===== config.mk =====
export PLATFORM = sky130hd
export DESIGN_NAME = periodic_task_timer_table
export DESIGN_NICKNAME = d
export VERILOG_FILES = /design/src/hdl/ptt_pkg.sv /design/src/hdl/ptt_ram.sv /design/src/hdl/ptt_slot_unit.sv /design/src/hdl/periodic_task_timer_table.sv
export SDC_FILE = /design/constraint.sdc
export NUM_CORES = 1
export LEC_CHECK = 0
export BUFFER_PORTS_ARGS = -buffer_cell sky130_fd_sc_hd__buf_2
export CAP_MARGIN = 20
export CORE_ASPECT_RATIO = 1.2
export CORE_UTILIZATION = 45
export DETAILED_ROUTE_END_ITERATION = 12
export HOLD_SLACK_MARGIN = 0.12
export PLACE_DENSITY = 0.7
export SKIP_LAST_GASP = 1
export SYNTH_ARGS = -nofsm -noshare
export SYNTH_HDL_FRONTEND = slang
export SYNTH_HIERARCHICAL = 1
export SYNTH_SLANG_ARGS = --single-unit

===== constraint.sdc =====
create_clock -name clock -period 7.75 [get_ports clock]
set_input_delay 0.3875 -clock clock [delete_from_list [all_inputs] [get_ports clock]]
set_output_delay 0.3875 -clock clock [all_outputs]
set_load 0.1 [all_outputs]

===== src/hdl/ptt_pkg.sv =====
// ptt_pkg: shared types and codes for the periodic task timer table.
// Used by ptt_slot_unit, periodic_task_timer_table and ptt_checker.
// No dependencies.
`default_nettype none

package ptt_pkg;

   // Command codes on req_op
   localparam logic [2:0] OP_ADD     = 3'd0;
   localparam logic [2:0] OP_REMOVE  = 3'd1;
   localparam logic [2:0] OP_SET_INT = 3'd2;
   localparam logic [2:0] OP_TICK    = 3'd3;
   localparam logic [2:0] OP_POLL    = 3'd4;

   // Status codes on rsp_status
   localparam logic [2:0] ST_OK       = 3'd0;
   localparam logic [2:0] ST_FULL     = 3'd1;
   localparam logic [2:0] ST_DUP      = 3'd2;
   localparam logic [2:0] ST_NOTFOUND = 3'd3;
   localparam logic [2:0] ST_BADINT   = 3'd4;
   localparam logic [2:0] ST_RESERVED = 3'd5;

   // Configuration register indexes
   localparam logic REG_MIN_INTERVAL = 1'b0;
   localparam logic REG_MAX_INTERVAL = 1'b1;

   // Reserved id that marks a free slot
   localparam logic [7:0] FREE_ID = 8'hFF;

   // Poll reports at most this many slots
   localparam int MAX_OUT = 8;
   localparam int CNT_W   = $clog2(MAX_OUT);

   // One slot as held in the slot RAM
   typedef struct packed {
      logic [7:0]  id;
      logic [15:0] interval;
      logic [15:0] remaining;
   } slot_word_type;

   localparam int WORD_W = $bits(slot_word_type);

   // Verdict of the slot unit on the slot under evaluation
   typedef struct packed {
      logic          hit;       // lookup match (remove, set) or duplicate (add)
      logic          free;      // slot holds no task
      logic          wr;        // write the slot word back
      slot_word_type wr_word;
      logic          set_pend;  // count reached zero
      logic          emit;      // poll reports this slot
   } slot_eval_type;

endpackage

`default_nettype wire


===== src/hdl/ptt_ram.sv =====
// ptt_ram: generic single write port, single read port RAM with registered read.
// No dependencies.
`default_nettype none

module ptt_ram #(
   parameter int WIDTH = 40,
   parameter int DEPTH = 8
) (
   input  wire logic                                 clock,
   input  wire logic                                 wr_en,
   input  wire logic [(DEPTH > 1 ? $clog2(DEPTH) : 1)-1:0] wr_addr,
   input  wire logic [WIDTH-1:0]                     wr_data,
   input  wire logic                                 rd_en,
   input  wire logic [(DEPTH > 1 ? $clog2(DEPTH) : 1)-1:0] rd_addr,
   output      logic [WIDTH-1:0]                     rd_data
);

   logic [WIDTH-1:0] mem_ff [DEPTH];
   logic [WIDTH-1:0] rd_data_ff;

   // Write port
   always_ff @(posedge clock) begin
      if (wr_en) begin
         mem_ff[wr_addr] <= wr_data;
      end
   end

   // Registered read, held while rd_en is low
   always_ff @(posedge clock) begin
      if (rd_en) begin
         rd_data_ff <= mem_ff[rd_addr];
      end
   end

   assign rd_data = rd_data_ff;

endmodule

`default_nettype wire


===== src/hdl/ptt_slot_unit.sv =====
// ptt_slot_unit: shared compare and decrement unit applied to one slot per step.
// Depends on ptt_pkg.
`default_nettype none

module ptt_slot_unit (
   input  wire logic                  [2:0]  op,
   input  wire logic                  [7:0]  task_id,
   input  wire logic                  [15:0] interval,
   input  wire logic                         live,
   input  wire logic                         pending,
   input  wire ptt_pkg::slot_word_type       slot,
   output      ptt_pkg::slot_eval_type       eval
);

   logic        id_eq;
   logic [15:0] rem_dec;

   // A free slot matches only the reserved id
   assign id_eq   = live ? (slot.id == task_id) : (task_id == ptt_pkg::FREE_ID);
   assign rem_dec = slot.remaining - 16'd1;

   always_comb begin
      eval          = '0;
      eval.free     = !live;
      eval.wr_word  = slot;
      case (op)
         ptt_pkg::OP_ADD: begin
            eval.hit = live && (slot.id == task_id);
         end
         ptt_pkg::OP_REMOVE: begin
            eval.hit = id_eq;
         end
         ptt_pkg::OP_SET_INT: begin
            eval.hit              = id_eq;
            eval.wr               = id_eq;
            eval.wr_word.interval = interval;
         end
         ptt_pkg::OP_TICK: begin
            // count down live slots that have not fired yet
            eval.wr                = live && !pending;
            eval.wr_word.remaining = rem_dec;
            eval.set_pend          = live && !pending && (rem_dec == 16'd0);
         end
         ptt_pkg::OP_POLL: begin
            // report and reload
            eval.emit              = live && pending;
            eval.wr                = live && pending;
            eval.wr_word.remaining = slot.interval;
         end
         default: begin
            eval.hit = 1'b0;
         end
      endcase
   end

endmodule

`default_nettype wire


===== src/hdl/periodic_task_timer_table.sv =====
// periodic_task_timer_table: top level, sequencer, slot flags and result register.
// Depends on ptt_pkg, ptt_ram and ptt_slot_unit.
//
//   channel   direction  ports                                      transfer when
//   req       in         req_op, req_task_id, req_interval           req_valid & req_ready
//   rsp       out        rsp_status, rsp_fired_id, rsp_fired, rsp_last  rsp_valid & rsp_ready
//   csr       in         csr_index, csr_wr_data                      csr_wr_en
//
// Each command walks the slot RAM one slot at a time: a read step, then an evaluate
// step in the shared slot unit. Remove and set interval stop at the first match.
// Rejected commands answer without a walk. Poll stops on each fired slot while rsp is stalled.
// On reset the live and pending flags clear; the slot RAM is not swept.
`default_nettype none

module periodic_task_timer_table #(
   parameter int SLOTS = 8
) (
   input  wire logic        clock,
   input  wire logic        reset,
   // request channel
   input  wire logic        req_valid,
   output      logic        req_ready,
   input  wire logic [2:0]  req_op,
   input  wire logic [7:0]  req_task_id,
   input  wire logic [15:0] req_interval,
   // result channel
   output      logic        rsp_valid,
   input  wire logic        rsp_ready,
   output      logic [2:0]  rsp_status,
   output      logic [7:0]  rsp_fired_id,
   output      logic        rsp_fired,
   output      logic        rsp_last,
   // configuration port
   input  wire logic        csr_wr_en,
   input  wire logic        csr_index,
   input  wire logic [15:0] csr_wr_data
);

   localparam int IDX_W = (SLOTS > 1) ? $clog2(SLOTS) : 1;
   localparam logic [IDX_W-1:0] LAST_IDX = IDX_W'(SLOTS - 1);

   // sequencer states
   localparam logic [2:0] S_IDLE   = 3'd0;
   localparam logic [2:0] S_READ   = 3'd1;
   localparam logic [2:0] S_PROC   = 3'd2;
   localparam logic [2:0] S_COMMIT = 3'd3;
   localparam logic [2:0] S_RESP   = 3'd4;

   logic [2:0]                   state_ff, state_in;
   logic [IDX_W-1:0]             idx_ff, idx_in;
   logic [2:0]                   op_ff;
   logic [7:0]                   id_ff;
   logic [15:0]                  iv_ff;
   logic [2:0]                   status_ff, status_in;
   logic                         found_ff, found_in;
   logic [IDX_W-1:0]             free_idx_ff, free_idx_in;
   logic [ptt_pkg::CNT_W-1:0]    emit_cnt_ff, emit_cnt_in;
   logic [SLOTS-1:0]             live_ff, live_in;
   logic [SLOTS-1:0]             pend_ff, pend_in;
   logic [15:0]                  min_ff, max_ff;

   logic                         rsp_valid_ff, rsp_valid_in;
   logic [2:0]                   rsp_status_ff, rsp_status_in;
   logic [7:0]                   rsp_fired_id_ff, rsp_fired_id_in;
   logic                         rsp_fired_ff, rsp_fired_in;
   logic                         rsp_last_ff, rsp_last_in;

   logic                         accept;
   logic                         out_free;
   logic                         interval_ok;
   logic                         more_above;
   logic                         last_slot;
   logic                         poll_last;

   logic                         ram_wr_en;
   logic [IDX_W-1:0]             ram_wr_addr;
   ptt_pkg::slot_word_type       ram_wr_data;
   logic                         ram_rd_en;
   ptt_pkg::slot_word_type       ram_rd_data;
   ptt_pkg::slot_eval_type       eval;

   assign req_ready = (state_ff == S_IDLE);
   assign accept    = req_valid && req_ready;
   assign out_free  = !rsp_valid_ff || rsp_ready;
   assign last_slot = (idx_ff == LAST_IDX);
   assign interval_ok = (req_interval >= min_ff) && (req_interval <= max_ff);

   // any live pending slot above the current one
   always_comb begin
      more_above = 1'b0;
      for (int j = 0; j < SLOTS; j++) begin
         if (j > int'(idx_ff)) begin
            more_above = more_above | (live_ff[j] & pend_ff[j]);
         end
      end
   end

   assign poll_last = !more_above || (emit_cnt_ff == ptt_pkg::CNT_W'(ptt_pkg::MAX_OUT - 1));

   ptt_ram #(
      .WIDTH (ptt_pkg::WORD_W),
      .DEPTH (SLOTS)
   ) u_slot_ram (
      .clock   (clock),
      .wr_en   (ram_wr_en),
      .wr_addr (ram_wr_addr),
      .wr_data (ram_wr_data),
      .rd_en   (ram_rd_en),
      .rd_addr (idx_ff),
      .rd_data (ram_rd_data)
   );

   ptt_slot_unit u_slot_unit (
      .op       (op_ff),
      .task_id  (id_ff),
      .interval (iv_ff),
      .live     (live_ff[idx_ff]),
      .pending  (pend_ff[idx_ff]),
      .slot     (ram_rd_data),
      .eval     (eval)
   );

   // Sequencer and slot bookkeeping
   always_comb begin
      state_in        = state_ff;
      idx_in          = idx_ff;
      status_in       = status_ff;
      found_in        = found_ff;
      free_idx_in     = free_idx_ff;
      emit_cnt_in     = emit_cnt_ff;
      live_in         = live_ff;
      pend_in         = pend_ff;
      ram_wr_en       = 1'b0;
      ram_wr_addr     = idx_ff;
      ram_wr_data     = eval.wr_word;
      ram_rd_en       = 1'b0;
      rsp_valid_in    = rsp_valid_ff && !rsp_ready;
      rsp_status_in   = rsp_status_ff;
      rsp_fired_id_in = rsp_fired_id_ff;
      rsp_fired_in    = rsp_fired_ff;
      rsp_last_in     = rsp_last_ff;

      case (state_ff)
         S_IDLE: begin
            if (accept) begin
               idx_in      = '0;
               found_in    = 1'b0;
               emit_cnt_in = '0;
               status_in   = ptt_pkg::ST_OK;
               state_in    = S_READ;
               if (req_op == ptt_pkg::OP_ADD && req_task_id == ptt_pkg::FREE_ID) begin
                  status_in = ptt_pkg::ST_RESERVED;
                  state_in  = S_RESP;
               end else if ((req_op == ptt_pkg::OP_ADD || req_op == ptt_pkg::OP_SET_INT)
                            && !interval_ok) begin
                  status_in = ptt_pkg::ST_BADINT;
                  state_in  = S_RESP;
               end else if (req_op > ptt_pkg::OP_POLL) begin
                  state_in = S_RESP;
               end
            end
         end

         S_READ: begin
            ram_rd_en = 1'b1;
            state_in  = S_PROC;
         end

         S_PROC: begin
            // advance to the next slot unless an outcome ends the walk
            state_in = last_slot ? S_RESP : S_READ;
            idx_in   = idx_ff + IDX_W'(1);
            case (op_ff)
               ptt_pkg::OP_ADD: begin
                  if (eval.hit) begin
                     status_in = ptt_pkg::ST_DUP;
                     state_in  = S_RESP;
                  end else begin
                     if (eval.free && !found_ff) begin
                        found_in    = 1'b1;
                        free_idx_in = idx_ff;
                     end
                     if (last_slot) begin
                        state_in = S_COMMIT;
                     end
                  end
               end
               ptt_pkg::OP_REMOVE: begin
                  if (eval.hit) begin
                     live_in[idx_ff] = 1'b0;
                     state_in        = S_RESP;
                  end else if (last_slot) begin
                     status_in = ptt_pkg::ST_NOTFOUND;
                  end
               end
               ptt_pkg::OP_SET_INT: begin
                  if (eval.hit) begin
                     ram_wr_en = 1'b1;
                     state_in  = S_RESP;
                  end else if (last_slot) begin
                     status_in = ptt_pkg::ST_NOTFOUND;
                  end
               end
               ptt_pkg::OP_TICK: begin
                  ram_wr_en = eval.wr;
                  if (eval.set_pend) begin
                     pend_in[idx_ff] = 1'b1;
                  end
               end
               ptt_pkg::OP_POLL: begin
                  if (eval.emit) begin
                     if (out_free) begin
                        ram_wr_en       = 1'b1;
                        pend_in[idx_ff] = 1'b0;
                        emit_cnt_in     = emit_cnt_ff + ptt_pkg::CNT_W'(1);
                        rsp_valid_in    = 1'b1;
                        rsp_status_in   = ptt_pkg::ST_OK;
                        rsp_fired_id_in = ram_rd_data.id;
                        rsp_fired_in    = 1'b1;
                        rsp_last_in     = poll_last;
                        if (poll_last) begin
                           state_in = S_IDLE;
                        end
                     end else begin
                        // hold on this slot until the result register drains
                        state_in = S_PROC;
                        idx_in   = idx_ff;
                     end
                  end
               end
               default: begin
                  state_in = S_RESP;
               end
            endcase
         end

         S_COMMIT: begin
            // fill the first free slot found during the walk
            state_in = S_RESP;
            if (found_ff) begin
               ram_wr_en                = 1'b1;
               ram_wr_addr              = free_idx_ff;
               ram_wr_data.id           = id_ff;
               ram_wr_data.interval     = iv_ff;
               ram_wr_data.remaining    = iv_ff;
               live_in[free_idx_ff]     = 1'b1;
               pend_in[free_idx_ff]     = 1'b0;
               status_in                = ptt_pkg::ST_OK;
            end else begin
               status_in = ptt_pkg::ST_FULL;
            end
         end

         S_RESP: begin
            if (out_free) begin
               rsp_valid_in    = 1'b1;
               rsp_status_in   = status_ff;
               rsp_fired_id_in = 8'd0;
               rsp_fired_in    = 1'b0;
               rsp_last_in     = 1'b1;
               state_in        = S_IDLE;
            end
         end

         default: begin
            state_in = S_IDLE;
         end
      endcase
   end

   // Control registers
   always_ff @(posedge clock) begin
      if (reset) begin
         state_ff     <= S_IDLE;
         live_ff      <= '0;
         pend_ff      <= '0;
         rsp_valid_ff <= 1'b0;
         found_ff     <= 1'b0;
         emit_cnt_ff  <= '0;
         idx_ff       <= '0;
      end else begin
         state_ff     <= state_in;
         live_ff      <= live_in;
         pend_ff      <= pend_in;
         rsp_valid_ff <= rsp_valid_in;
         found_ff     <= found_in;
         emit_cnt_ff  <= emit_cnt_in;
         idx_ff       <= idx_in;
      end
   end

   // Configuration registers
   always_ff @(posedge clock) begin
      if (reset) begin
         min_ff <= 16'd1;
         max_ff <= 16'hFFFF;
      end else if (csr_wr_en) begin
         case (csr_index)
            ptt_pkg::REG_MIN_INTERVAL: min_ff <= csr_wr_data;
            ptt_pkg::REG_MAX_INTERVAL: max_ff <= csr_wr_data;
            default: min_ff <= min_ff;
         endcase
      end
   end

   // Payload registers
   always_ff @(posedge clock) begin
      if (accept) begin
         op_ff <= req_op;
         id_ff <= req_task_id;
         iv_ff <= req_interval;
      end
      status_ff       <= status_in;
      free_idx_ff     <= free_idx_in;
      rsp_status_ff   <= rsp_status_in;
      rsp_fired_id_ff <= rsp_fired_id_in;
      rsp_fired_ff    <= rsp_fired_in;
      rsp_last_ff     <= rsp_last_in;
   end

   assign rsp_valid    = rsp_valid_ff;
   assign rsp_status   = rsp_status_ff;
   assign rsp_fired_id = rsp_fired_id_ff;
   assign rsp_fired    = rsp_fired_ff;
   assign rsp_last     = rsp_last_ff;

endmodule

`default_nettype wire


Yosys cells after proc, flatten, opt, wreduce, memory -nomap -nowiden --
Memories as Yosys holds them, arrays and structs flattened. A register that Yosys moved wholly into a read port is not among the register bits. Index checks and enable logic that the tools add are counted.
Operators by class: mux-type cells 103, bitwise operators 22, magnitude comparators 14, equal/unequal tests 34, reduce and logical (&&, ||, !) cells 42, $add $sub $neg 3
Operators with widths (number):
- $mux 3 | 30
- $mux 8 | 11
- $mux 40 | 2
- $pmux 8 s2 | 4
- $mux 1 | 36
- $pmux 16 s2 | 1
- $and 8x8->8 | 3
- $pmux 3 s2 | 4
- $ne 3x3->1 const B | 6
- $eq 8x8->1 const B | 2
- $ge 16x16->1 | 1
- $le 16x16->1 | 1
- $logic_not 16->1 | 1
- $mux 16 | 1
- $not 8->8 | 2
- $or 8x8->8 | 2
- $sub 16x1->16 const B | 1
- $eq 3x2->1 const B | 5
- $pmux 3 s5 | 1
- $reduce_and 5->1 | 3
- $ne 2x2->1 const B | 7
- $eq 3x3->1 const B | 4
- $gt 3x3->1 const A | 4
- $logic_and 1x1->1 | 12
- 31 further kinds | 74
Word-level totals: RAM bits 320, flip-flop bits (word level) 105, memories kept 1, logic and storage cells 237, output and inout bits 15
Memory list:
- u_slot_ram.mem_ff | words 8, bits a word 40, rd ports 1, clocked after memory_dff 1, wr ports 1, RTL line ptt_ram.sv:18 | logic [WIDTH-1:0] mem_ff [DEPTH];

Depth between registers and ports, before layout --
word-level depth 21, depth in mapped cells 15

Cells and area by module --
Netlist, hierarchy kept.
By module, submodules not included:
- ptt_ram | times used 1, area each 13571.8 µm², sequential area each 10810.4 µm², cells an instance 515
- periodic_task_timer_table | times used 1, area each 5750.5 µm², sequential area each 2562.5 µm², cells an instance 702
- ptt_slot_unit | times used 1, area each 1113.6 µm², sequential area each 0.0 µm², cells an instance 157

Worst setup path before layout --
OpenSTA, ideal clock, no wires.
path kind reg-to-reg, start point register idx_ff[0], end point memory u_slot_ram.mem_ff[0][0], enable pin, data arrival time 5.644 ns, setup time 0.487 ns, required time 7.263 ns, cell stages (with the launch flop) 16, clock period less this slack 6.131 ns, slack 1.619 ns, cells stage by stage dfxtp_1 -> buf_2 -> inv_1 -> nor3_1 -> a22o_1 -> a221oi_1 -> nand3_1 -> nor4_1 -> o21ai_0 -> a221oi_1 -> inv_1 -> o21ai_0 -> a21oi_1 -> o21ai_0 -> nand2b_1 -> nor3_1
RTL lines:
- start, declared | RTL line periodic_task_timer_table.sv:50 | logic [IDX_W-1:0] idx_ff, idx_in;
- start signal, assigned | RTL line periodic_task_timer_table.sv:288 | idx_ff <= idx_in;
- end, declared | RTL line ptt_ram.sv:18

==> impl_metrics.tcl <==
set metrics [dict create \
    outcome "finished clean" \
    drt-initial-drc-count 940 \
    fp.dieH_um 235 \
    relSlewSlack_pct 27.9 \
    grt_pass1_vias 12100 \
    power.internal_mw 4.13 \
    syn-num-nets 1463 \
    p_seq_share_pct 53.1 \
    finalCriticalPeriod_ns 5.77 \
    hp-class "input pin to flop" \
    tightest_slew_ns 1.08 \
    required_ns 8.00 \
    power_leakage_nw 8.09 \
    cts_tree "built" \
    ys_types 78 \
    finalCritPeriodShare_pct 74.5 \
    fillers 3639 \
    synth_warnings 6 \
    switchingPower_mw 1.15 \
    clockRootBuffer "clkbuf_16" \
    hold_viol 0 \
    fmax_mhz 173 \
    power_density_nw_per_um2 227 \
    n_antenna_cell 0 \
    setup_ws_ns 1.98 \
    drv_slew 0 \
    rows 85 \
    clk_pin_slew_ns 0.06 \
    setup-tns-final_ns 0 \
    antenna_found_initial 0 \
    cp_max_fo 33 \
    pre_cts_slack_ns 2.02 \
    nets 1560 \
    setup_viol 0 \
    grt_overflow 0 \
    vias 12000 \
    post-cts-setup-buffer-count 0 \
    end_kind "flop" \
    h-tree-depth 2 \
    clockBufferDepth 3 \
    synth.most_common_cell "edfxtp_1" \
    critical_path_class "flop to flop" \
    drive_gt1_share_pct 16.5 \
    comb_power_share_pct 5.4 \
    synth-edff-count 406 \
    yosysSeqAreaShare_pct 65.4 \
    synthFlopType "edfxtp_1" \
    core_area_um2 44900 \
    gp_congestion 0.898 \
    drt-pass1-iter-count 5 \
    synth-seq-cells 465 \
    track_usage_pct 20.7 \
    yosys.area.top_type "edfxtp_1" \
    hpwlAfterDp_um 31100 \
    drc 0 \
    areaGrowthSynthToFinish_pct 13.8 \
    insertion_delay_ns 0.56 \
    routed_via_density 5.67 \
    ys_top_cells_by_count "406 x edfxtp_1, 212 x nand2_1, 80 x mux4_1" \
    start_kind "flop" \
    syn_inst 1374 \
    cts_buffers 45 \
    start_util_pct 45.5 \
    io-pin-count 64 \
    die_w_um 197 \
    irDropWorstVdd_mv 0.124 \
    rsz0062_at_grt "no" \
    grt_pass1_wl_um 72000 \
    routed_wl_um 47100 \
    numPortBuffers 63 \
    ant_nets 0 \
    synth_area_per_cell_um2 14.9 \
    syn_area_um2 20400 \
    clock-sinks 465 \
    synth_area_leaders "edfxtp_1 60%, mux4_1 10%, dfxtp_1 5.8%" \
    finalHoldWorstSlack_ns 0.187 \
    wl_per_cell_um 22.3 \
    yosysTopAreaCellShare_pct 59.7 \
    async_flop_share_pct 0 \
    sw_frac_of_total_pct 21.8 \
    fin_skew_ns 0.0163 \
    clockPowerShare_pct 41.5 \
    maxCapViolCount 0 \
    grt_max_degree 81 \
    die_area_um2 46300 \
    cp_data_arrival_time_ns 6.02 \
]
==> logic make-up (layout without fill, tap and decap cells) <==
| family | count (synthesis) | count (layout) | share of synthesized area, % |
|---|---|---|---|
| buffers and inverters | 122 | 254 | 2.80 |
| flip-flops | 465 | 465 | 65.4 |
| XOR/XNOR | 10 | 10 | 0.429 |
| adder cells (fa/ha/maj) | 41 | 41 | 2.50 |
| AND/OR/NAND/NOR | 424 | 424 | 10.0 |
| AO/OA/AOI/OAI | 175 | 175 | 5.42 |
| multiplexers | 137 | 137 | 13.4 |
==> placed cells by master, fill, tap and decap left out, types with 5 or more instances in the layout <==
cell type and count:
and3_1 9, a21oi_1 65, o31ai_1 6, nor3b_2 5
o311ai_0 5, nand4_1 15, buf_4 20, mux2_2 56
ha_1 40, nor4_1 7, o21ai_0 43, nand2_1 212
xor2_1 8, nor2_4 7, dfxtp_1 56, nand2b_1 11
nor2b_1 15, nor3_1 16, inv_1 45, o211ai_1 6
edfxtp_1 406, bufinv_16 5, nand3_1 57, a22oi_1 7
clkbuf_16 46, buf_2 63, clkinv_1 5, clkinv_2 15
mux4_1 80, dlygate4sd3_1 43, nor2_1 29
==> repair_timing <==
action	in CTS	in global routing
endpoints found under the hold margin	59	0
gates resized for setup	0	0
hold buffers	43	0
setup endpoints to repair	0	0
==> worst max-delay path: stages, from the launching register on <==
cell and delay, ns:
dfxtp_4 0.65, inv_1 0.22, and3_1 0.27, a221oi_1 0.32
nand3_1 0.32, nor4_1 0.49, o21ai_0 0.15, a221oi_1 0.52
inv_1 0.16, o21ai_0 0.19, a21oi_1 0.09, o21ai_0 0.53
nand2_1 0.38, nor2_4 0.77, buf_4 0.37
==> routing by layer <==
layer	track usage [%]	share of wire, %	up-vias
li1	-	-	5522
met1	24.2	38	6026
met2	38.2	54	360
met3	2.77	4.6	91
met4	7.77	3.5	0
met5	0	0	-
==> power by group through the flow <==
stage,sequential (mW),clock [mW],combinational [mW]
2_1_floorplan,2.86,0,0.167
3_3_place_gp,2.86,0,0.260
3_5_place_dp,2.86,0,0.269
4_1_cts,2.80,2.23,0.286
5_1_grt,2.81,2.33,0.313
6_report,2.80,2.19,0.287
==> layout make-up <==
cell class | count | area [um2] | share of cell area (%)
Clock inverter | 31 | 299 | 1.29
Clock buffer | 51 | 1180 | 5.07
Multi-Input combinational cell | 787 | 6560 | 28.2
Timing Repair Buffer | 127 | 907 | 3.90
Tap cell | 609 | 762 | 3.28
Sequential cell | 465 | 13400 | 57.5
Inverter | 45 | 169 | 0.726
==> registers in the layout (all words and copies together) (netlist names), 8 cells and up, named ones only <==
register,flops
id_ff,8
iv_ff,16
live_ff,8
max_ff,16
min_ff,16
rsp_fired_id,8
u_slot_ram/mem_ff,320
u_slot_ram/rd_data,40
==> worst paths after layout <==
kind                            startpoint                       end  slack (ns)  cells past startpoint
worst max-delay path             idx_ff[0]  u_slot_ram/mem_ff[5][34]        1.98                     14
worst min-delay path             rsp_ready               state_ff[1]        0.19                      4
worst max register to register   idx_ff[0]  u_slot_ram/mem_ff[5][34]        1.98                     14
worst min register to register   min_ff[4]                 min_ff[4]        0.45                      2
==> per-stage QoR <==
stage	util, %	cells	instance area (um2)	total power, mW
2_1_floorplan	-	1374	20400	3.03
6_report	51.8	2115	23300	5.28
3_3_place_gp	47.5	1989	21300	3.12
4_1_cts	51.8	2114	23200	5.32
3_5_place_dp	47.5	1989	21300	3.13
5_1_grt	51.8	2115	23300	5.45
(Power assumes the default switching activity.)
